**config.mk**
```make
export PLATFORM = sky130hd
export DESIGN_NAME = atms_isqrt
export DESIGN_NICKNAME = d
export VERILOG_FILES = /design/src/atms_pkg.sv /design/src/atms_isqrt.sv
export SDC_FILE = /design/constraint.sdc
export NUM_CORES = 1
export LEC_CHECK = 0
export BUFFER_PORTS_ARGS = -buffer_cell sky130_fd_sc_hd__buf_2
export CAP_MARGIN = 15
export CORE_ASPECT_RATIO = 0.75
export CORE_MARGIN = 3
export CORE_UTILIZATION = 28
export CTS_CLUSTER_SIZE = 30
export DETAILED_ROUTE_END_ITERATION = 10
export GPL_TIMING_DRIVEN = 0
export HOLD_SLACK_MARGIN = 0.08
export PLACE_DENSITY = 0.44
export SLEW_MARGIN = 20
export SYNTH_ARGS = -nofsm -noshare
export SYNTH_HDL_FRONTEND = slang
export SYNTH_SLANG_ARGS = --single-unit
export TNS_END_PERCENT = 1
```
**constraint.sdc**
```tcl
create_clock -name clk_i -period 5.5 [get_ports clk_i]
set_clock_uncertainty 0.05 [all_clocks]
set_input_delay 1.1 -clock clk_i [delete_from_list [all_inputs] [get_ports clk_i]]
set_output_delay 1.1 -clock clk_i [all_outputs]
set_load 0.02 [all_outputs]
```
**src/atms_pkg.sv**
```systemverilog
// ----------------------------------------------------------------------------
// atms_pkg: shared constants, types and tables for accel_tilt_mean_std
// Widths, CORDIC arctangent table and the data carried between the CORDIC cells.
// ----------------------------------------------------------------------------
`default_nettype none
package atms_pkg;

  localparam int COUNT_BITS   = 20;
  localparam int CORDIC_STEPS = 16;
  localparam int STEP_W       = $clog2(CORDIC_STEPS);

  localparam int ACC_W     = 16;
  localparam int XY_W      = 34;
  localparam int Z_W       = 24;
  localparam int SUM_W     = COUNT_BITS + 16;
  localparam int SQ_W      = COUNT_BITS + 30;
  localparam int DIV_NUM_W = SQ_W + 32;
  localparam int ISQ_W     = 64;
  localparam int ROOT_W    = ISQ_W / 2;

  localparam int RES_RAW_W = 16 + 15 + COUNT_BITS + 16 + 15 + 15 + 14;
  localparam int OUT_W     = ((RES_RAW_W + 7) / 8) * 8;

  localparam logic signed [Z_W-1:0] PI_Q20    = Z_W'(3294199);
  localparam logic signed [Z_W-1:0] ROLL_CAP  = Z_W'(25736);
  localparam logic signed [Z_W-1:0] PITCH_CAP = Z_W'(12868);

  typedef struct packed {
    logic                   valid;
    logic signed [XY_W-1:0] x;
    logic signed [XY_W-1:0] y;
    logic signed [Z_W-1:0]  z;
  } cor_t;

  function automatic logic signed [Z_W-1:0] atan_entry(input logic [STEP_W-1:0] i);
    logic signed [Z_W-1:0] r;
    r = '0;
    priority if (i == STEP_W'(0)) r = Z_W'(823550);
    else if (i == STEP_W'(1)) r = Z_W'(486170);
    else if (i == STEP_W'(2)) r = Z_W'(256879);
    else if (i == STEP_W'(3)) r = Z_W'(130396);
    else if (i == STEP_W'(4)) r = Z_W'(65451);
    else if (i == STEP_W'(5)) r = Z_W'(32757);
    else if (i == STEP_W'(6)) r = Z_W'(16383);
    else if (32'(i) <= 32'd20) r = Z_W'(1) <<< (5'd20 - 5'(i));
    else r = '0;
    return r;
  endfunction

endpackage
`default_nettype wire

```
**src/atms_isqrt.sv**
```systemverilog
// ----------------------------------------------------------------------------
// atms_isqrt: bit-serial integer square root
// Floor root of a 64-bit radicand, one result bit per cycle.
// ----------------------------------------------------------------------------
`default_nettype none
module atms_isqrt (
  input  wire logic                        clk_i,
  input  wire logic                        rst_ni,
  input  wire logic                        start_i,
  input  wire logic [atms_pkg::ISQ_W-1:0]  rad_i,
  output logic                             busy_o,
  output logic [atms_pkg::ROOT_W-1:0]      root_o
);

  localparam int REM_W = atms_pkg::ROOT_W + 3;
  localparam int CNT_W = $clog2(atms_pkg::ROOT_W + 1);

  logic                          busy_q;
  logic [CNT_W-1:0]              cnt_q;
  logic [atms_pkg::ISQ_W-1:0]    rad_q;
  logic [REM_W-1:0]              rem_q, rem_sh, trial, rem_d;
  logic [atms_pkg::ROOT_W-1:0]   root_q, root_d;

  always_comb begin
    rem_sh = {rem_q[REM_W-3:0], rad_q[atms_pkg::ISQ_W-1 -: 2]};
    trial  = REM_W'({root_q, 2'b01});
    if (rem_sh >= trial) begin
      rem_d  = rem_sh - trial;
      root_d = {root_q[atms_pkg::ROOT_W-2:0], 1'b1};
    end else begin
      rem_d  = rem_sh;
      root_d = {root_q[atms_pkg::ROOT_W-2:0], 1'b0};
    end
  end

  always_ff @(posedge clk_i or negedge rst_ni) begin
    if (!rst_ni) begin
      busy_q <= 1'b0;
      cnt_q  <= '0;
    end else if (start_i) begin
      busy_q <= 1'b1;
      cnt_q  <= CNT_W'(atms_pkg::ROOT_W);
    end else if (busy_q) begin
      cnt_q <= cnt_q - CNT_W'(1);
      if (cnt_q == CNT_W'(1)) busy_q <= 1'b0;
    end
  end

  always_ff @(posedge clk_i) begin
    if (start_i) begin
      rad_q  <= rad_i;
      rem_q  <= '0;
      root_q <= '0;
    end else if (busy_q) begin
      rad_q  <= {rad_q[atms_pkg::ISQ_W-3:0], 2'b00};
      rem_q  <= rem_d;
      root_q <= root_d;
    end
  end

  assign busy_o = busy_q;
  assign root_o = root_q;

endmodule
`default_nettype wire

```
# Word-level counts from Yosys, hierarchy flattened
# Cells that the tools add are included.
[word_totals] wordCells=19 ram_bits=0 memories=0 latch_bits=0 reg_bits=136 mem_bits_ro=0 input_bits=67 output_inout_bits=33
[op_classes] div=0 magnitude_cmp=1 muxes=9 shift=0 n_addsub=2 n_bitwise=0 eq_ne=1 reduce_logical=1 n_mul=0
[ops] cell="two-way mux 64 bit" count=2
[ops] cell=">= comparator 35 x 34 -> 1 bit" count=1
[ops] cell="two-way mux 33 bit" count=1
[ops] cell="subtractor 33 bit" count=1
[ops] cell="two-way mux 6 bit" count=2
[ops] cell="equality test 6 x 1 -> 1 bit (second input constant)" count=1
[ops] cell="subtractor 6 x 1 -> 6 bit (second input constant)" count=1
[ops] cell="two-way mux 1 bit" count=4
[ops] cell="nonzero test 2 bit" count=1

# Depth between registers and ports, before layout
# Gate-level depths: netlist of run 1.
[logic_depth] word_depth=4 depth_mapped=13 ltp_nobuf=11

# Worst setup path after synthesis of run 1
# No wires, ideal clock.
[synth_timing] path_kind="in2reg" from="input port start_i" to="register rad_q[0] (netlist bit) (enable)" arrival_ns=2.506 required_time_ns=5.056 path_stages=3 slack_ns=2.550 setup_time_ns=0.394 path_buffers=2 path_cell_list="clkbuf_1 clkbuf_1 or2_2"
[synth_via] elab_chain_len=1
[synth_rtl] item="from (decl)" line="atms_isqrt.sv:9" text="input wire logic start_i,"
[synth_rtl] item="nonzero test 2 bit (no source line)"
[synth_rtl] item="to (signal assigned)" line="atms_isqrt.sv:51" text="rad_q <= rad_i;"
[synth_rtl] item="to (signal assigned)" line="atms_isqrt.sv:55" text="rad_q <= {rad_q[atms_pkg::ISQ_W-3:0], 2'b00};"
[synth_rtl] item="to (decl)" line="atms_isqrt.sv:20" text="logic [atms_pkg::ISQ_W-1:0] rad_q;"
# Every way passes these cells.
# A chain may end at the register's enable or synchronous reset.

# Worst setup path in the final report of run 1
[layout_timing] from="register root_q, in the netlist root_o[10]" to="register rem_q[15]"
[layout_via] elab_chain_len=2 elab_cells_between_ends=3 classes_between="1 x add/sub; 1 x order compare; 1 x mux"
[layout_rtl] item="from (decl)" line="atms_isqrt.sv:22" text="logic [atms_pkg::ROOT_W-1:0] root_q, root_d;"
[layout_rtl] item="from (signal assigned)" line="atms_isqrt.sv:57" text="root_q <= root_d;"
[layout_rtl] item="subtractor 33 bit / >= comparator 35 x 34 -> 1 bit (equally long branches)" line="atms_isqrt.sv:28, atms_isqrt.sv:27"
[layout_rtl] item="two-way mux 33 bit *" line="atms_isqrt.sv:27" text="if (rem_sh >= trial) begin"
[layout_rtl] item="to (signal assigned)" line="atms_isqrt.sv:56" text="rem_q <= rem_d;"
[layout_rtl] item="to (decl)" line="atms_isqrt.sv:21" text="logic [REM_W-1:0] rem_q, rem_sh, trial, rem_d;"
# Every way passes the cells marked *; elsewhere a longest branch is shown, timed or not.

==> impl_metrics.tcl, run 1 <==
set metrics [dict create \
    r2r_cells 12 \
    hold_viol 0 \
    drcViolationCount 0 \
    cp.required_ps 5720 \
    nets 988 \
    clock.fmax_mhz 280.3 \
    grt_remaining_overflow 0 \
    crit_arrival_ps 3790 \
    portBuffers 98 \
    slew_violations 0 \
    floorplan.die.height_um 150.0 \
    place_ws_ps 1953 \
    ys_ff_latch 136 \
    leakagePower_nw 4.035 \
    gp_congestion 0.8222 \
    grtUsageMet3 0.03196 \
    fillers 2866 \
    worst-setup-path-type "flip-flop to flip-flop" \
    power_density_nw_per_um2 534.9 \
    end_kind "flip-flop" \
    cts_buffers 17 \
    timing.critical_path.cells "inv_1, ha_1, a21oi_1, o21ai_0, a22oi_1, nand2_1, or4_4, a31oi_4, buf_2, nor2_1, a21oi_1, a211oi_1" \
    start_util 0.2860 \
    grt_pass1_wl_um 32730 \
    synth_xor_area_frac 0.03281 \
    synthCells 767 \
    cts-root-buf "clkbuf_16" \
    synth_compound_area_frac 0.1330 \
    post_cts_resized 0 \
    cts_buffer_depth 2 \
    tritoncts "yes" \
    finalPower_mw 4.950 \
    drt_first_pass_iters 5 \
    wl_per_cell_um 16.34 \
    antenna_found_initial 0 \
    area_delta_synth_final_pct 19.54 \
    cp_top_family "compound AO/OA/AOI/OAI gates" \
    die_w_um 198.0 \
    vias_per_cell 4.751 \
    yosys_warnings 0 \
    setup_ws_ps 1933 \
    syn-num-nets 870 \
    cts_hold_buf 0 \
    grt_use_total 0.1415 \
    yosys.area_share.adder 0.05819 \
    worst_slew_pin_slew_ps 783.1 \
    pin_count 100 \
    grt_pass1_vias 5899 \
    cts-htree-levels 4 \
    drtIter0Drc 384 \
    synthSimpleGateAreaFrac 0.1138 \
    peakVddDrop_mv 0.2508 \
    grt_max_degree 41 \
    rsz0062_at_grt "false" \
    synth_top_family_by_area "multiplexers" \
    synth_edf_count 64 \
    maxCapViolCount 0 \
    path_common_cell "a21oi_1" \
    totalWireLength_um 20430 \
    worstPathMaxFanout 10 \
    dieArea_um2 29700 \
    slew_headroom 0.4779 \
    core_um2 27070 \
    worstHoldPathType "input port to async pin" \
    layout_common_cells "103 x nor2_1, 102 x buf_2, 65 x dfxtp_1" \
    cp-start-kind "flip-flop" \
    synth.mux.area_fraction 0.1513 \
    critPathBufInv 2 \
    setup_viol 0 \
    whs_ps 452.7 \
    critPathMaxStageDelay_ps 530 \
    dr_total_vias 5939 \
    dp.final_hpwl_um 14780 \
    syn_area_per_cell_um2 10.09 \
    async_reset_ff_frac 0.05147 \
    clkSinkCount 136 \
    cts_setup_buffers 0 \
    gr-max-usage-layer "met1" \
    clk_latency_ps 430 \
    clk_pin_slew_ps 60 \
    min_period_over_period 0.6486 \
    ys.flop_type "dfxtp_1" \
    met1_usage 0.2138 \
    worstSetupPathDepth 12 \
    post-route-min-period_ps 3567 \
    fp-row-count 52 \
    final_common_cell "nor2_1" \
    final_layout_size_suffix_gt1_frac 0.2706 \
    drtAntennaViolNets 0 \
    synth-seq-area-share 0.4390 \
    setup_tns_ps 0 \
    ys_types 58 \
    syn-cell-area_um2 7741 \
    gr-usage-met2 0.2015 \
    slowest_stage "or4_4" \
    status "finished clean" \
]
-- sequential cells by signal, summed over array words and instances, names as in the netlist --
name,count
busy_o,1
cnt_q,6
rad_q,64
rem_q,33
root_o,32
-- area by class of cell --
| class | count | area (um^2) | area share |
|---|---|---|---|
| antenna | 1 | 2.502 | 0.0002704 |
| buffer | 67 | 384.1 | 0.04151 |
| clock buffer | 23 | 457.9 | 0.04949 |
| clock inverter | 9 | 100.1 | 0.01082 |
| inverter | 46 | 172.7 | 0.01866 |
| multi-input combinational | 518 | 3789 | 0.4094 |
| sequential | 136 | 3398 | 0.3672 |
| tap | 351 | 439.2 | 0.04746 |
| timing repair buffer | 99 | 510.5 | 0.05516 |
-- power by group --
| part | internal [mW] | switching (mW) |
|---|---|---|
| clock network | 0.675 | 0.451 |
| logic | 1.06 | 1.39 |
| registers | 1.26 | 0.114 |
-- metal layers --
metal,wire length (um),part of all wire
met1,10890,0.53
met3,993,0.049
met4,238,0.012
met2,8307,0.41
met5,0,0
-- worst register-to-register path: stages, from the launching register on --
cell	delay (ps)
dfxtp_1	380
inv_1	80
ha_1	390
a21oi_1	240
o21ai_0	170
a22oi_1	340
nand2_1	120
or4_4	530
a31oi_4	370
buf_2	390
nor2_1	120
a21oi_1	160
a211oi_1	100
-- per-stage QoR --
| step | cell area (um^2) | instances | utilization |
|---|---|---|---|
| final | 9254 | 1250 | 0.3419 |
| after global routing | 9251 | 1249 | 0.3418 |
| after CTS | 9251 | 1249 | 0.3418 |
| after detailed placement | 8693 | 1217 | 0.3212 |
| after global placement | 8671 | 1216 | 0.3204 |
| after floorplan | 7741 | 767 | - |
-- path summary, 6_finish.rpt --
kind,startpoint,to,slack [ps]
hold / removal,rst_ni,cnt_q[3]$_DFFE_PN0P_,450
max in group asynchronous,rst_ni,cnt_q[2]$_DFFE_PN0P_,4790
setup reg to reg,root_o[10]$_SDFFE_PP0P_,rem_q[15]$_SDFFE_PP0P_,1930
setup / recovery,root_o[10]$_SDFFE_PP0P_,rem_q[15]$_SDFFE_PP0P_,1930
hold reg to reg,rem_q[31]$_SDFFE_PP0P_,rem_q[31]$_SDFFE_PP0P_,450
min in group clk_i,rem_q[31]$_SDFFE_PP0P_,rem_q[31]$_SDFFE_PP0P_,450
-- cells in the mapped netlist, types with 5 or more instances --
master	number	area [um^2]
a211oi_1	28	210.2
nor3_1	8	40.04
mux2i_1	45	450.4
nor2_1	103	386.6
edfxtp_1	64	1922
o21bai_1	5	37.54
or2_2	5	31.28
ha_1	36	450.4
mux2_2	64	720.7
inv_1	46	172.7
xor2_1	10	87.58
o21ai_0	18	90.09
a31oi_1	10	62.56
a21oi_1	48	240.2
buf_4	32	240.2
nor2b_1	9	56.30
nand3_1	7	35.03
nand4_1	7	43.79
nand2_1	31	116.4
o21a_1	5	37.54
a21o_1	11	82.58
dfrtp_1	7	175.2
dfxtp_1	65	1301
xnor2_1	19	166.4
clkbuf_1	26	97.59
-- kinds of logic (layout without fill, tap and decap cells) --
logic type                 count (synthesis)  after routing
AOI/OAI and AO/OA                        151            151
xor gates and xnor gates                  29             29
adders and majority gates                 36             36
buffers and inverters                    113            244
DFF                                      136            136
muxes                                    109            109
other                                      0              1
and+or+nand+nor                          193            193
Power figures use the tool's default switching activity.
==> run 2: changes to the inputs <==
ABC_AREA = 1   (was default)
PLACE_DENSITY = 0.45   (was 0.44)
clock period = 2.9 ns   (was 5.5 ns; I/O delays follow)
==> impl_metrics.tcl, run 2 <==
set metrics [dict create \
    synth-seq-area-share 0.4090 \
    power_density_nw_per_um2 1036 \
    ys_ff_latch 136 \
    r2r_cells 12 \
    cp.required_ps 3170 \
    async_reset_ff_frac 0.05147 \
    hold_depth 3 \
    yosys_warnings 0 \
    peakVddDrop_mv 0.5153 \
    portBuffers 98 \
    layout_common_cells "548 x nand2_1, 145 x inv_1, 102 x buf_2" \
    die_w_um 204.9 \
    cts_setup_buffers 0 \
    crit_start "root_o[21]$_SDFFE_PP0P_" \
    setup_viol 0 \
    drtAntennaViolNets 0 \
    core_um2 28580 \
    totalWireLength_um 24270 \
    rsz0062_at_grt "false" \
    status "finished clean" \
    worst-setup-path-type "flip-flop to flip-flop" \
    timing.rr.start "root_o[21]$_SDFFE_PP0P_" \
    final_layout_size_suffix_gt1_frac 0.1411 \
    worstHoldPathType "input port to flip-flop" \
    end_kind "flip-flop" \
    drcViolationCount 0 \
    worstPathMaxFanout 10 \
    path_common_cell "nand2_1" \
    wl_per_cell_um 14.19 \
    synth.most_common_cell "nand2_1" \
    floorplan.die.height_um 155.2 \
    start_util 0.2907 \
    post-route-min-period_ps 2655 \
    ys_types 37 \
    dr_total_vias 7472 \
    worstSetupPathDepth 12 \
    grt_remaining_overflow 0 \
    cts-htree-levels 4 \
    synthCells 1193 \
    vias_per_cell 4.370 \
    fillers 3147 \
    min_period_over_period 0.9155 \
    grtUsageMet3 0.03075 \
    critPathBufInv 2 \
    cts_buffer_depth 2 \
    area_delta_synth_final_pct 18.88 \
    pin_count 100 \
    syn-num-nets 1296 \
    grt_pass1_wl_um 38580 \
    cp-endpoint "rem_q[23]$_SDFFE_PP0P_" \
    clkSinkCount 136 \
    timing.critical_path.cells "inv_1, ha_1, nand2_1, nor2_1, nand2_1, nor4_4, nand2_4, nand2_8, buf_6, nand3_1, nand3_1, nand2_1" \
    yosysTopAreaCell "nand2_1" \
    synth_edf_count 64 \
    synth_top_cell_area_share 0.2476 \
    worst_slew_pin_slew_ps 678.2 \
    dieArea_um2 31800 \
    final_common_cell "nand2_1" \
    setup_tns_ps 0 \
    ys.flop_type "dfxtp_1" \
    synthTopCellsByCount "548 x nand2_1, 145 x inv_1, 75 x nand3_1, 65 x dfxtp_1, 64 x edfxtp_1" \
    gr-max-usage-layer "met1" \
    clk_pin_slew_ps 70 \
    drt_first_pass_iters 5 \
    slowest_stage "ha_1" \
    cts_buffers 17 \
    synth.area.top_cells "nand2_1 25%, edfxtp_1 23%, dfxtp_1 16%" \
    cp-start-kind "flip-flop" \
    cts-root-buf "clkbuf_16" \
    dp.cells 1677 \
    dp.final_hpwl_um 19020 \
    clock.fmax_mhz 376.7 \
    top_register "rad_q" \
    syn_area_per_cell_um2 6.965 \
    num_antenna_cells 0 \
    reg2reg_to "rem_q[23]$_SDFFE_PP0P_" \
    leakagePower_nw 5.199 \
    antenna_found_initial 0 \
    utilization 0.3456 \
    hold_viol 0 \
    tritoncts "yes" \
    grt_use_total 0.1553 \
    largest_register_ffs 64 \
    met1_usage 0.2478 \
    crit_arrival_ps 2930 \
    gp_congestion 0.9072 \
    cp_top_family "simple AND/OR/NAND/NOR gates" \
    slew_headroom 0.5479 \
    drtIter0Drc 448 \
    nets 1415 \
    syn-cell-area_um2 8309 \
    gr-usage-met2 0.2089 \
    reg2reg_slack_ps 250 \
    grt_max_degree 40 \
    maxCapViolCount 0 \
    stdcell_count 1710 \
    clk_latency_ps 430 \
    grt_pass1_vias 7194 \
    fp-row-count 53 \
    critPathMaxStageDelay_ps 440 \
    slew_violations 0 \
]
## run 2: changes by cell type in the layout (fill, tap and decap cells not counted), moves of 28 or more
cell,delta
nand2_1,+517
a211oi_1,-28
inv_1,+99
nand3_1,+68
mux2_2,-64
nor2_1,-51
o22ai_1,+31
mux2i_1,-45
## run 2: cell type report
| class | instances | area, um^2 | share of cell area |
|---|---|---|---|
| Clock inverter | 15 | 135.1 | 0.01368 |
| Sequential cell | 136 | 3398 | 0.3440 |
| Tap cell | 385 | 481.7 | 0.04877 |
| Buffer | 65 | 391.6 | 0.03965 |
| Timing Repair Buffer | 100 | 520.5 | 0.05269 |
| Clock buffer | 17 | 425.4 | 0.04307 |
| Multi-Input combinational cell | 843 | 3966 | 0.4015 |
| Inverter | 149 | 559.3 | 0.05662 |
## run 2: how the worst min path moves through the flow
stage | startpoint | endpoint | slack (ps)
6_report | rad_i[47] | rad_q[47]$_DFFE_PP_ | 360
5_1_grt | rad_i[57] | rad_q[57]$_DFFE_PP_ | 350
4_1_cts | rad_i[57] | rad_q[57]$_DFFE_PP_ | 350
3_5_place_dp | rst_ni | cnt_q[5]$_DFFE_PN0P_ | 380
3_3_place_gp | rst_ni | cnt_q[5]$_DFFE_PN0P_ | 380
2_1_floorplan | rst_ni | busy_o$_DFF_PN0_ | 230
## run 2: where the power goes
| part | internal [mW] | switching (mW) | total [mW] |
|---|---|---|---|
| Combinational | 1.84 | 3.75 | 5.59 |
| Clock | 1.13 | 0.980 | 2.11 |
| Sequential | 2.35 | 0.186 | 2.53 |
| Total | 5.32 | 4.91 | 10.2 |
## run 2: kinds of logic (layout without fill, tap and decap cells)
group | Yosys count | count (layout) | synth area share
and+or+nand+nor | 717 | 717 | 0.3545
xor gates and xnor gates | 15 | 15 | 0.01581
adders and majority gates | 36 | 36 | 0.05421
DFF | 136 | 136 | 0.4090
buffers and inverters | 214 | 346 | 0.1140
AOI/OAI and AO/OA | 75 | 75 | 0.05255
## run 2: per-stage QoR
stage / cell area (um^2) / power, mW / hold WS (ps) / setup WS, ps
after floorplan: 8310 / 6.581 / 234.4 / 408.1
after global placement: 9283 / 8.109 / 376.7 / -646.5
after detailed placement: 9305 / 8.093 / 378.9 / 81.58
after CTS: 9876 / 10.27 / 347.1 / 228.2
after global routing: 9878 / 11.26 / 352.2 / 53.74
final: 9878 / 10.24 / 364.3 / 245.1
## run 2: timing repair
| item | 4_1_cts | 5_1_grt |
|---|---|---|
| gates resized for setup | 0 | 1 |
| endpoints found under the setup margin | 0 | 2 |
| hold buffers | 1 | 0 |
| endpoints found under the hold margin | 7 | 0 |
## run 2: worst min-delay path: stages
cell and delay, ps:
buf_2 70, nand2_1 40, nand2_1 50
## run 2: metal layers
metal / wire length (um) / vias to the layer above
li1: - / 3984
met1: 13590 / 3344
met2: 9338 / 126
met3: 1056 / 18
met4: 286 / 0
met5: 0 / -
