==> src/atms_pkg.sv <==
// ----------------------------------------------------------------------------
// atms_pkg: shared constants, types and tables for accel_tilt_mean_std
// Widths, CORDIC arctangent table and the data carried between the CORDIC cells.
// ----------------------------------------------------------------------------
`default_nettype none
package atms_pkg;

  localparam int COUNT_BITS   = 20;
  localparam int CORDIC_STEPS = 16;
  localparam int STEP_W       = $clog2(CORDIC_STEPS);

  localparam int ACC_W     = 16;
  localparam int XY_W      = 34;
  localparam int Z_W       = 24;
  localparam int SUM_W     = COUNT_BITS + 16;
  localparam int SQ_W      = COUNT_BITS + 30;
  localparam int DIV_NUM_W = SQ_W + 32;
  localparam int ISQ_W     = 64;
  localparam int ROOT_W    = ISQ_W / 2;

  localparam int RES_RAW_W = 16 + 15 + COUNT_BITS + 16 + 15 + 15 + 14;
  localparam int OUT_W     = ((RES_RAW_W + 7) / 8) * 8;

  localparam logic signed [Z_W-1:0] PI_Q20    = Z_W'(3294199);
  localparam logic signed [Z_W-1:0] ROLL_CAP  = Z_W'(25736);
  localparam logic signed [Z_W-1:0] PITCH_CAP = Z_W'(12868);

  typedef struct packed {
    logic                   valid;
    logic signed [XY_W-1:0] x;
    logic signed [XY_W-1:0] y;
    logic signed [Z_W-1:0]  z;
  } cor_t;

  function automatic logic signed [Z_W-1:0] atan_entry(input logic [STEP_W-1:0] i);
    logic signed [Z_W-1:0] r;
    r = '0;
    priority if (i == STEP_W'(0)) r = Z_W'(823550);
    else if (i == STEP_W'(1)) r = Z_W'(486170);
    else if (i == STEP_W'(2)) r = Z_W'(256879);
    else if (i == STEP_W'(3)) r = Z_W'(130396);
    else if (i == STEP_W'(4)) r = Z_W'(65451);
    else if (i == STEP_W'(5)) r = Z_W'(32757);
    else if (i == STEP_W'(6)) r = Z_W'(16383);
    else if (32'(i) <= 32'd20) r = Z_W'(1) <<< (5'd20 - 5'(i));
    else r = '0;
    return r;
  endfunction

endpackage
`default_nettype wire

==> src/atms_div.sv <==
// ----------------------------------------------------------------------------
// atms_div: bit-serial restoring divider
// Quotient of a wide numerator by the sample count, one bit per cycle.
// ----------------------------------------------------------------------------
`default_nettype none
module atms_div (
  input  wire logic                            clk_i,
  input  wire logic                            rst_ni,
  input  wire logic                            start_i,
  input  wire logic [atms_pkg::DIV_NUM_W-1:0]  num_i,
  input  wire logic [atms_pkg::COUNT_BITS-1:0] den_i,
  output logic                                 busy_o,
  output logic [atms_pkg::DIV_NUM_W-1:0]       quo_o
);

  localparam int CB    = atms_pkg::COUNT_BITS;
  localparam int NW    = atms_pkg::DIV_NUM_W;
  localparam int CNT_W = $clog2(NW + 1);

  logic             busy_q;
  logic [CNT_W-1:0] cnt_q;
  logic [NW-1:0]    num_q;
  logic [CB-1:0]    den_q, rem_q, rem_d;
  logic [CB:0]      rem_sh;
  logic             qbit;

  always_comb begin
    rem_sh = {rem_q, num_q[NW-1]};
    qbit   = rem_sh >= {1'b0, den_q};
    rem_d  = qbit ? CB'(rem_sh - {1'b0, den_q}) : rem_sh[CB-1:0];
  end

  always_ff @(posedge clk_i or negedge rst_ni) begin
    if (!rst_ni) begin
      busy_q <= 1'b0;
      cnt_q  <= '0;
    end else if (start_i) begin
      busy_q <= 1'b1;
      cnt_q  <= CNT_W'(NW);
    end else if (busy_q) begin
      cnt_q <= cnt_q - CNT_W'(1);
      if (cnt_q == CNT_W'(1)) busy_q <= 1'b0;
    end
  end

  always_ff @(posedge clk_i) begin
    if (start_i) begin
      num_q <= num_i;
      den_q <= den_i;
      rem_q <= '0;
    end else if (busy_q) begin
      num_q <= {num_q[NW-2:0], qbit};
      rem_q <= rem_d;
    end
  end

  assign busy_o = busy_q;
  assign quo_o  = num_q;

endmodule
`default_nettype wire

==> config.mk <==
export PLATFORM = sky130hd
export DESIGN_NAME = atms_div
export DESIGN_NICKNAME = d
export VERILOG_FILES = /design/src/atms_pkg.sv /design/src/atms_div.sv
export SDC_FILE = /design/constraint.sdc
export NUM_CORES = 1
export LEC_CHECK = 0
export BUFFER_PORTS_ARGS = -buffer_cell sky130_fd_sc_hd__buf_2
export CORE_UTILIZATION = 30
export CTS_CLUSTER_DIAMETER = 50
export DETAILED_ROUTE_END_ITERATION = 6
export SLEW_MARGIN = 40
export SYNTH_ARGS = -nofsm -noshare
export SYNTH_HDL_FRONTEND = slang
export SYNTH_SLANG_ARGS = --single-unit
==> constraint.sdc <==
create_clock -name clk_i -period 3.85 [get_ports clk_i]
set_clock_uncertainty 0.1 [all_clocks]
set_input_delay 0.385 -clock clk_i [delete_from_list [all_inputs] [get_ports clk_i]]
set_output_delay 0.385 -clock clk_i [all_outputs]
set_load 0.05 [all_outputs]
Yosys cells after proc, flatten, opt, wreduce, memory -nomap -nowiden --
Index checks and enable logic that the tools add are counted.
Storage, ports and cells: flip-flop bits (word level) 130, input bits 105, output and inout bits 83, logic and storage cells 18
Operators by class: reductions and logical operators 1, eq/ne operators 1, mux-type cells 8, $lt $le $gt $ge 1, add/sub/neg operators 2
Operator list (count):
- $mux W82 | 2
- $ge A21 B20 Y1 | 1
- $mux W20 | 1
- $sub A20 B20 Y20 | 1
- $mux W7 | 2
- $eq A7 B1 Y1 const B | 1
- $sub A7 B1 Y7 const B | 1
- $mux W1 | 3
- $reduce_bool A2 Y1 | 1

Depth between registers and ports, before layout --
Gate-level depths: netlist of the first run.
depth after elaboration 4, mapped depth 11, gate-level depth less buffers 10

Worst setup path after synthesis of the first run --
Ideal clock, no wire load.
path type register to register, from register busy_q (netlist: busy_o), to register num_q[0] (netlist: quo_o[0]), enable pin, setup time 0.436 ns, data required time 3.314 ns, path buffers 2, cell stages (with the launch flop) 5, path slack 0.650 ns, arrival time 2.664 ns, path through dfrtp_1 > buf_6 > buf_4 > nor2_1 > inv_1
On the way: cells in the longest elaborated chain, start to end 1
RTL lines:
- start, declared | line atms_div.sv:20 | logic busy_q;
- start signal, assigned | line atms_div.sv:35 | busy_q <= 1'b0;
- start signal, assigned | line atms_div.sv:38 | busy_q <= 1'b1;
- start signal, assigned | line atms_div.sv:42 | if (cnt_q == CNT_W'(1)) busy_q <= 1'b0;
- $reduce_bool A2 Y1 (no source line)
- end signal, assigned | line atms_div.sv:48 | num_q <= num_i;
- end signal, assigned | line atms_div.sv:52 | num_q <= {num_q[NW-2:0], qbit};
- end, declared | line atms_div.sv:22 | logic [NW-1:0] num_q;
Every way passes these cells. A chain may end at the register's enable or synchronous reset.

Final worst setup path of the first run --
from register den_q[9], to register rem_q[19]
On the way: cells in the longest elaborated chain, start to end 2, elaborated cells on any way between the ends 3, classes of those cells add/sub (1); order compare (1); mux (1)
RTL lines:
- start, declared | line atms_div.sv:23 | logic [CB-1:0] den_q, rem_q, rem_d;
- start signal, assigned | line atms_div.sv:49 | den_q <= den_i;
- $sub A20 B20 Y20 or $ge A21 B20 Y1 (tied branches) | line atms_div.sv:30, atms_div.sv:29
- $mux W20 * | line atms_div.sv:30 | rem_d = qbit ? CB'(rem_sh - {1'b0, den_q}) : rem_sh[CB-1:0];
- end signal, assigned | line atms_div.sv:53 | rem_q <= rem_d;
- end, declared | line atms_div.sv:23
Mark *: on every way between the ends. The rest lies on a longest branch, timed or not.

==> results.cfg, run 1 <==
[cells_and_area]
area_growth_pct = 26.64
layout_common_cells = buf_2, edfxtp_1, mux2_2, inv_1, nor2_1
drive_gt1_share_pct = 45.30
instances_no_fill = 1004
multi_input_area_um2 = 2721
nets = 839
final_common_cell = buf_2
post-route-util_pct = 38.86
nFillCells = 2156
regArea_um2 = 3664
antennaDiodeCount = 0

[logic_synthesis]
ys_seq_elements = 130
ys_types = 68
synth_nets = 654
synth.top_cell.area_share_pct = 45.74
syn_area_per_cell_um2 = 12.73
async_reset_ff_share_pct = 6.154
ys_seq_area_share_pct = 54.71
synth_ff_type = edfxtp_1
syn_inst = 526
ys_warn_count = 0
synth_edf_count = 102
ys_top_cells_by_area = edfxtp_1, mux2_2, dfxtp_1, ha_1, dfrtp_1
synth_area_leader_cell = edfxtp_1
synth_area_um2 = 6696

[placement]
post-place-ws_ps = 866.4
place_congestion = 0.8439
hpwl_mm = 12.20
port_buffers = 187
dp_cells = 971

[clocking]
clk_latency_ps = 420
cts_tree = built
cts_hold_buf = 1
cts_setup_buffers = 0
h-tree-depth = 4
numClockSinks = 130
ctsResizeCount = 0
clock_path_buffers = 2
cts_root_buf = clkbuf_16
cts_made_buffers = 17
clkTransAtPathRegs_ps = 60

[worst_setup_path]
end_kind = register
cp_data_required_time_ps = 4070
worstRegToRegCells = 9
crit_arrival_ps = 3230
ff2ff_setup_slack_ps = 840
start_kind = register
path_max_fanout = 18
worstReg2RegEnd = rem_q[19]
r2r-start = den_q[9]
worst-setup-path-type = register to register

[timing]
relSlewSlack_pct = 45.30
fmax_mhz = 332.5
period_needed_ps = 3007
period_share_pct = 78.12
grt_setup_unrepaired = no
tightestPinTransition_ps = 820.4
setup_violations = 0
maxSlewViolCount = 0
hold_viol = 0
fin_ws_ps = 842.5
setup-tns-final_ps = 0

[worst_hold_path]
hp-class = input pin to register
holdPathStages = 1
min_from = den_i[5]
min_to = den_q[5]

[floorplanning]
num_rows = 54
dieWidth_um = 151.4
die_y_um = 151.4
dieArea_um2 = 22920
initial_core_util_pct = 30.68
coreArea_um2 = 21820
boundaryPins = 188

[routing]
drt_iter0_drc = 291
drc_errors = 0
postRouteAntennaNets = 0
wl_per_cell_um = 16.97
routed_via_density = 4.886
drt_first_pass_iters = 4
routed_wl_mm = 17.04
vias = 4906

[global_route]
antenna_found_initial = 0
grt_overflow_total = 0
track_usage_pct = 15.15
grt_pass1_vias = 4849
grt_max_degree = 78
grt_pass1_wl_mm = 26.12

[power_and_ir_drop]
combPwrFrac_pct = 18.5
p_leak_nw = 3.520
p_per_area_nw_per_um2 = 498.3
p_int_mw = 2.936
ir_drop_mv = 0.2860
p_sw_mw = 1.290
power_frac_clock_pct = 41.0
power_switching_share_pct = 30.53
power_frac_seq_pct = 40.6

[status]
status = complete, no violations

[flow_run]
cap_violations = 0
==> critical path, cell delays in order (launching register included) <==
cell      delay, ps
edfxtp_1        330
inv_1            40
ha_1            330
and2_0          360
nand3_2         130
o21ba_4         270
nor4_4           60
o21ai_2         650
nand2_1         300
o311ai_1        320
==> cells in the mapped netlist (all sizes together), types with 7 or more instances <==
cell and number:
nand3 19, o311ai 7, dfxtp 20, a311oi 10
mux2 81, inv 34, o21ai 27, ha 22
a21oi 18, nand4 7, clkbuf 14, nor2 28
nand2 22, edfxtp 102, dfrtp 8, o2111ai 7
nor3 11, buf 13, xnor2 11
==> power groups by stage <==
stage | combinational (mW) | sequential (mW) | clock, mW
final | 0.780 | 1.71 | 1.73
after floorplan | 0.264 | 2.05 | 0
after detailed placement | 0.782 | 1.74 | 0
after global routing | 0.829 | 1.73 | 1.82
after global placement | 0.779 | 1.74 | 0
after CTS | 0.784 | 1.72 | 1.77
==> metrics by stage <==
stage               power, mW  cell area, um2  hold WS [ps]
floorplan               2.312            6696        -10.59
global placement        2.520            7848         137.9
detailed placement      2.523            7851         140.9
CTS                     4.267            8481         19.53
global route            4.383            8481         18.96
finish                  4.226            8481         37.78
==> area by class of cell <==
| class | count | area share [%] |
|---|---|---|
| repair buffers | 194 | 11.76 |
| well taps | 280 | 4.131 |
| inverters | 34 | 1.520 |
| clock inverters | 14 | 2.243 |
| clock buffers | 18 | 5.060 |
| flip-flops and latches | 130 | 43.20 |
| multi-input cells | 334 | 32.09 |
==> per-layer routing <==
layer  track usage (%)  wire length [um]  vias up
li1                  -                 -     2369
met1             19.40              7452     2352
met2             23.31              7989      173
met3             5.753              1435       12
met4             5.000               163        0
met5                 0                 0        -
==> state kept, by name, summed over array words and instances (netlist names) <==
name / cells
busy_o: 1
cnt_q: 7
den_q: 20
quo_o: 82
rem_q: 20
==> worst max-delay path by stage <==
stage	endpoint	depth (start not counted)	slack, ps	start
floorplan	quo_o[0]	4	650	busy_o
global placement	rem_q[15]	9	970	den_q[9]
detailed placement	rem_q[19]	9	870	den_q[9]
CTS	rem_q[19]	9	870	den_q[9]
global route	rem_q[14]	9	590	den_q[9]
finish	rem_q[19]	9	840	den_q[9]
==> cells by family (layout without fill, tap and decap cells) <==
kind of cell             after synthesis  after routing  share of synthesized area, %
flip-flops                           130            130                         54.71
AND/OR/NAND/NOR                      109            109                         8.259
AO/OA/AOI/OAI                        105            105                         12.26
multiplexers                          81             81                         13.62
buffers and inverters                 62            260                         4.652
adder cells (fa/ha/maj)               23             23                         4.410
XOR/XNOR                              16             16                         2.093
(Power assumes the default switching activity.)
==> run 2, diff against run 1 <==
==> constraint.sdc (replaced) <==
create_clock -name clk_i -period 2.91 [get_ports clk_i]
set_clock_uncertainty 0.1 [all_clocks]
set_input_delay 0.291 -clock clk_i [delete_from_list [all_inputs] [get_ports clk_i]]
set_output_delay 0.291 -clock clk_i [all_outputs]
set_load 0.05 [all_outputs]
==> run 2 against run 1 <==
  * Routed wire length grew 0.92%
  * Global-route usage increased by 0.28 points
  * Count of clock-buffer cells in the layout shrank 1
  * Via count grew 2.4%
  * Largest cell class unchanged
  * Hold slack gained 25 ps
  * Combinational power increased by 37%
  * Largest power group is now registers
  * Final cell count grew 3.4%
  * Critical path type unchanged
==> results.cfg, run 2 (synthesis gave the netlist of run 1 again) <==
[timing]
hold_viol = 0
maxSlewViolCount = 0
hold-worst-slack_ps = 62.81
setup_violations = 0
period_share_pct = 94.70
setup-tns-final_ps = 0
relSlewSlack_pct = 61.15
fmax_mhz = 362.9
tightestPinTransition_ps = 582.8
grt_setup_unrepaired = yes
period_needed_ps = 2756

[worst_setup_path]
cpPeakStageDelay_ps = 420
crit_arrival_ps = 2810
crit_end = quo_o[0]
cp_num_cells = 9
start_kind = register
worst-setup-path-type = register to register
worstRegToRegCells = 9
worst-path-buf-inv = 1
ff2ff_setup_slack_ps = 150
end_kind = register
crit_start = den_q[6]
worstReg2RegEnd = quo_o[0]
cp_cell_sequence = inv_1 > ha_1 > a211oi_2 > nor2_1 > o31a_1 > nor4_4 > o21ai_4 > nand2_1 > o21ai_0
r2r-start = den_q[6]
path_max_fanout = 18
critical-path-top-delay-family = compound AO/OA/AOI/OAI gates
cp_slowest_cell = nor4_4
cp_data_required_time_ps = 2960

[power_and_ir_drop]
p_per_area_nw_per_um2 = 613.4
p_leak_nw = 3.630
ir_drop_mv = 0.3826

[floorplanning]
boundaryPins = 188
coreArea_um2 = 21820
dieArea_um2 = 22920
dieWidth_um = 151.4
num_rows = 54
die_y_um = 151.4
initial_core_util_pct = 30.68

[global_route]
grt_max_degree = 75
grt_pass1_wl_mm = 26.91
antenna_found_initial = 0
grt_pass1_vias = 5131
grt_overflow_total = 0
track_usage_pct = 15.43

[clocking]
numClockSinks = 130
cts_tree = built
clock_path_buffers = 2
clk_latency_ps = 420
cts_made_buffers = 17
cts_root_buf = clkbuf_16
h-tree-depth = 4
clkTransAtPathRegs_ps = 70

[placement]
place_congestion = 0.8478
hpwl_mm = 12.06
port_buffers = 187
dp_cells = 980

[routing]
routed_via_density = 4.839
vias = 5023
wl_per_cell_um = 16.57
drc_errors = 0
postRouteAntennaNets = 0
routed_wl_mm = 17.20
drt_first_pass_iters = 4
drt_iter0_drc = 265

[flow_run]
cap_violations = 0

[cells_and_area]
drive_gt1_share_pct = 45.25
antennaDiodeCount = 0
area_growth_pct = 30.47
final_common_cell = buf_2
layout_common_cells = buf_2, edfxtp_1, mux2_2, inv_1, nor2_1
instances_no_fill = 1038
nets = 873
nFillCells = 2115
largest_reg_flops = 82

[status]
status = complete, no violations

[worst_hold_path]
hp-class = input pin to register
min_from = num_i[55]
[run 2: cell count changes in the layout (fill, tap and decap cells not counted), moves of 3 or more]
cell / change
buf_4: +14
dlygate4sd3_1: +20
bufinv_16: -3
clkinvlp_4: +4
inv_6: -3
[run 2: worst min-delay path by stage]
stage | end | slack, ps | cells past startpoint
finish | quo_o[55] | 60 | 2
global route | quo_o[49] | 50 | 2
CTS | quo_o[65] | 50 | 2
detailed placement | cnt_q[4] | 50 | 1
global placement | cnt_q[4] | 40 | 1
floorplan | busy_o | -100 | 0
[run 2: per-stage QoR]
stage / setup WS [ps] / area (um2) / util, % / power, mW
2_1_floorplan: 83.98 / 6701 / - / 3.059
3_3_place_gp: 146.4 / 7931 / 36.34 / 3.346
3_5_place_dp: 77.95 / 7931 / 36.34 / 3.349
4_1_cts: 45.17 / 8692 / 39.83 / 5.416
5_1_grt: -11.78 / 8737 / 40.04 / 5.569
6_report: 154.4 / 8737 / 40.04 / 5.359
[run 2: cell type report]
cell class	instances	area (um2)	area share (%)
Sequential cell	130	3665	41.94
Multi-Input combinational cell	334	2729	31.23
Timing Repair Buffer	228	1311	15.01
Clock buffer	17	425.4	4.869
Tap cell	280	350.3	4.010
Inverter	34	131.4	1.504
Clock inverter	15	125.1	1.432
[run 2: repair_timing]
item	CTS	global route
hold buffers	21	0
resized for setup	0	1
hold endpoints to repair	28	0
endpoints found under the setup margin	0	12
buffers inserted	0	5
[run 2: layer usage]
metal	routed length (um)	GRT usage [%]	vias to the layer above
li1	-	-	2445
met1	7613	19.12	2374
met2	7986	24.41	183
met3	1306	5.693	21
met4	290	5.600	0
met5	0	0	-
[run 2: worst reg2reg max path, cell delays in order (launching register included)]
cell and delay, ps:
edfxtp_1 330, inv_1 40, ha_1 380, a211oi_2 230, nor2_1 100, o31a_1 320, nor4_4 420, o21ai_4 210
nand2_1 240, o21ai_0 120
[run 2: report_power, final]
group / internal [mW] / switching [mW]
Combinational: 0.354 / 0.716
Sequential: 2.18 / 0.0844
Clock: 1.11 / 0.911
Total: 3.65 / 1.71
==> run 3, diff against run 2 <==
--- a/config.mk
+++ b/config.mk
@@ -6,9 +6,10 @@
 export NUM_CORES = 1
 export LEC_CHECK = 0
 export BUFFER_PORTS_ARGS = -buffer_cell sky130_fd_sc_hd__buf_2
-export CORE_UTILIZATION = 30
+export CORE_UTILIZATION = 45
 export CTS_CLUSTER_DIAMETER = 50
 export DETAILED_ROUTE_END_ITERATION = 6
+export PLACE_DENSITY = 0.7
 export SLEW_MARGIN = 40
 export SYNTH_ARGS = -nofsm -noshare
 export SYNTH_HDL_FRONTEND = slang
==> run 3 against run 2 <==
  * Power fell by 2.3%
  * Register-to-register slack improved by 20 ps
  * Clock power decreased by 6%
  * First-iteration DRC count rose by 3.8%
  * Sequential share of layout area increased by 1.0 points
  * Routed wire length shrank 5.9%
  * Critical path depth rose by 1
  * Final area fell by 2.3%
  * Core utilization is 19 points higher
  * Count of clock-buffer cells in the layout grew 2
  * Via count increased by 0.36%
  * Highest routed layer is now met5
  * Fmax grew 0.79%
==> results.cfg, run 3 (synthesis gave the netlist of run 1 again) <==
[worst_setup_path]
start_kind = register
ff2ff_setup_slack_ps = 180
end_kind = register
cpPeakStageDelay_ps = 420
worst-path-buf-inv = 1
critical-path-top-delay-family = simple AND/OR/NAND/NOR gates
worstReg2RegEnd = rem_q[16]
path_max_fanout = 4
worst-setup-path-type = register to register
crit_arrival_ps = 2920
cp_cell_sequence = inv_1 > ha_1 > fa_1 > nor2b_1 > o2111ai_1 > nand3_1 > nand3_1 > and4_1 > o311ai_0 > o221ai_1
cp_slowest_cell = fa_1
cp_data_required_time_ps = 3100
crit_top_cell = nand3_1
r2r-start = quo_o[81]
worstRegToRegCells = 10

[clocking]
clock_path_buffers = 2
ctsResizeCount = 0
h-tree-depth = 4
clkTransAtPathRegs_ps = 60
clk_latency_ps = 420
cts_tree = built
numClockSinks = 130
cts_root_buf = clkbuf_16
cts_made_buffers = 17

[cells_and_area]
antennaDiodeCount = 0
layout_common_cells = buf_2, edfxtp_1, mux2_2, inv_1, nor2_1
nFillCells = 1230
largest_reg_flops = 82
post-route-util_pct = 58.70
nets = 865
area_growth_pct = 27.41
multi_input_area_um2 = 2721
drive_gt1_share_pct = 44.33
final_cell_area_um2 = 8532
regArea_um2 = 3665
final_common_cell = buf_2

[timing]
maxSlewViolCount = 0
fin_ws_ps = 175.9
grt_setup_unrepaired = no
setup_violations = 0
setup-tns-final_ps = 0
relSlewSlack_pct = 62.87
fmax_mhz = 365.8
period_share_pct = 93.95
tightestPinTransition_ps = 548.3
period_needed_ps = 2734
hold_viol = 0

[routing]
routed_wl_mm = 16.19
drt_first_pass_iters = 5
vias = 5041
wl_per_cell_um = 17.35
drc_errors = 0
postRouteAntennaNets = 0
drt_iter0_drc = 275
routed_via_density = 5.403

[power_and_ir_drop]
p_per_area_nw_per_um2 = 613.5
p_leak_nw = 3.583
ir_drop_mv = 0.4675
finalPower_mw = 5.234

[worst_hold_path]
min_from = num_i[39]
min_to = quo_o[39]
holdPathStages = 2
hp-class = input pin to register

[placement]
hpwl_mm = 11.73
placed_cell_area_um2 = 7801
port_buffers = 187
place_congestion = 0.8976
post-place-ws_ps = 231.6

[floorplanning]
boundaryPins = 188
dieWidth_um = 124.0
coreArea_um2 = 14530
dieArea_um2 = 15370
num_rows = 44
die_y_um = 124.0
initial_core_util_pct = 46.07

[status]
status = complete, no violations

[flow_run]
cap_violations = 0

[global_route]
grt_overflow_total = 0
grt_pass1_wl_mm = 25.12
track_usage_pct = 21.88
grt_max_degree = 47
antenna_found_initial = 2
grt_pass1_vias = 4918
## run 3: changes by cell type in the layout (fill, tap and decap cells not counted), sizes merged
cell / before / now
clkinv: 5 / 6
buf: 207 / 199
clkbuf: 17 / 19
inv: 39 / 35
## run 3: repair_timing
action,CTS,global route
endpoints found under the hold margin,28,0
hold buffers,21,0
setup buffers,0,0
## run 3: area by class of cell
cell class | instances | share of cell area [%]
inverters | 34 | 1.540
repair buffers | 220 | 14.81
flip-flops and latches | 130 | 42.95
clock inverters | 12 | 1.027
clock buffers | 19 | 5.074
multi-input cells | 334 | 31.90
well taps | 184 | 2.698
## run 3: worst max path at each step
stage / startpoint / endpoint / depth (start not counted)
6_report: quo_o[81] / rem_q[16] / 10
5_1_grt: quo_o[81] / rem_q[16] / 10
4_1_cts: quo_o[81] / rem_q[16] / 10
3_5_place_dp: den_q[4] / rem_q[0] / 9
3_3_place_gp: den_q[4] / rem_q[0] / 9
2_1_floorplan: busy_o / quo_o[0] / 4
## run 3: worst reg2reg max path: stages, from the launching register on
cell and delay, ps:
edfxtp_1 360, inv_1 50, ha_1 210, fa_1 420
nor2b_1 200, o2111ai_1 170, nand3_1 190, nand3_1 140
and4_1 220, o311ai_0 400, o221ai_1 160
## run 3: routing by layer
| layer | vias up | wire length, um | global-route usage, % |
|---|---|---|---|
| met5 | - | 13 | 0 |
| met4 | 2 | 192 | 6.548 |
| met3 | 25 | 1151 | 7.372 |
| met2 | 195 | 8064 | 35.94 |
| met1 | 2394 | 6764 | 27.26 |
| li1 | 2425 | - | - |
## run 3: power by group
group          leakage, nW  switching, mW  internal [mW]  total, mW
logic                 2.02          0.714          0.350       1.06
clock network        0.243          0.818           1.08       1.90
registers             1.32         0.0847           2.18       2.27
## run 3: metrics by stage
| stage | cells | hold WS, ps |
|---|---|---|
| 6_report | 933 | 69.99 |
| 5_1_grt | 933 | 51.95 |
| 4_1_cts | 933 | 55.29 |
| 3_5_place_dp | 881 | 39.99 |
| 3_3_place_gp | 881 | 37.55 |
| 2_1_floorplan | 526 | -104.6 |
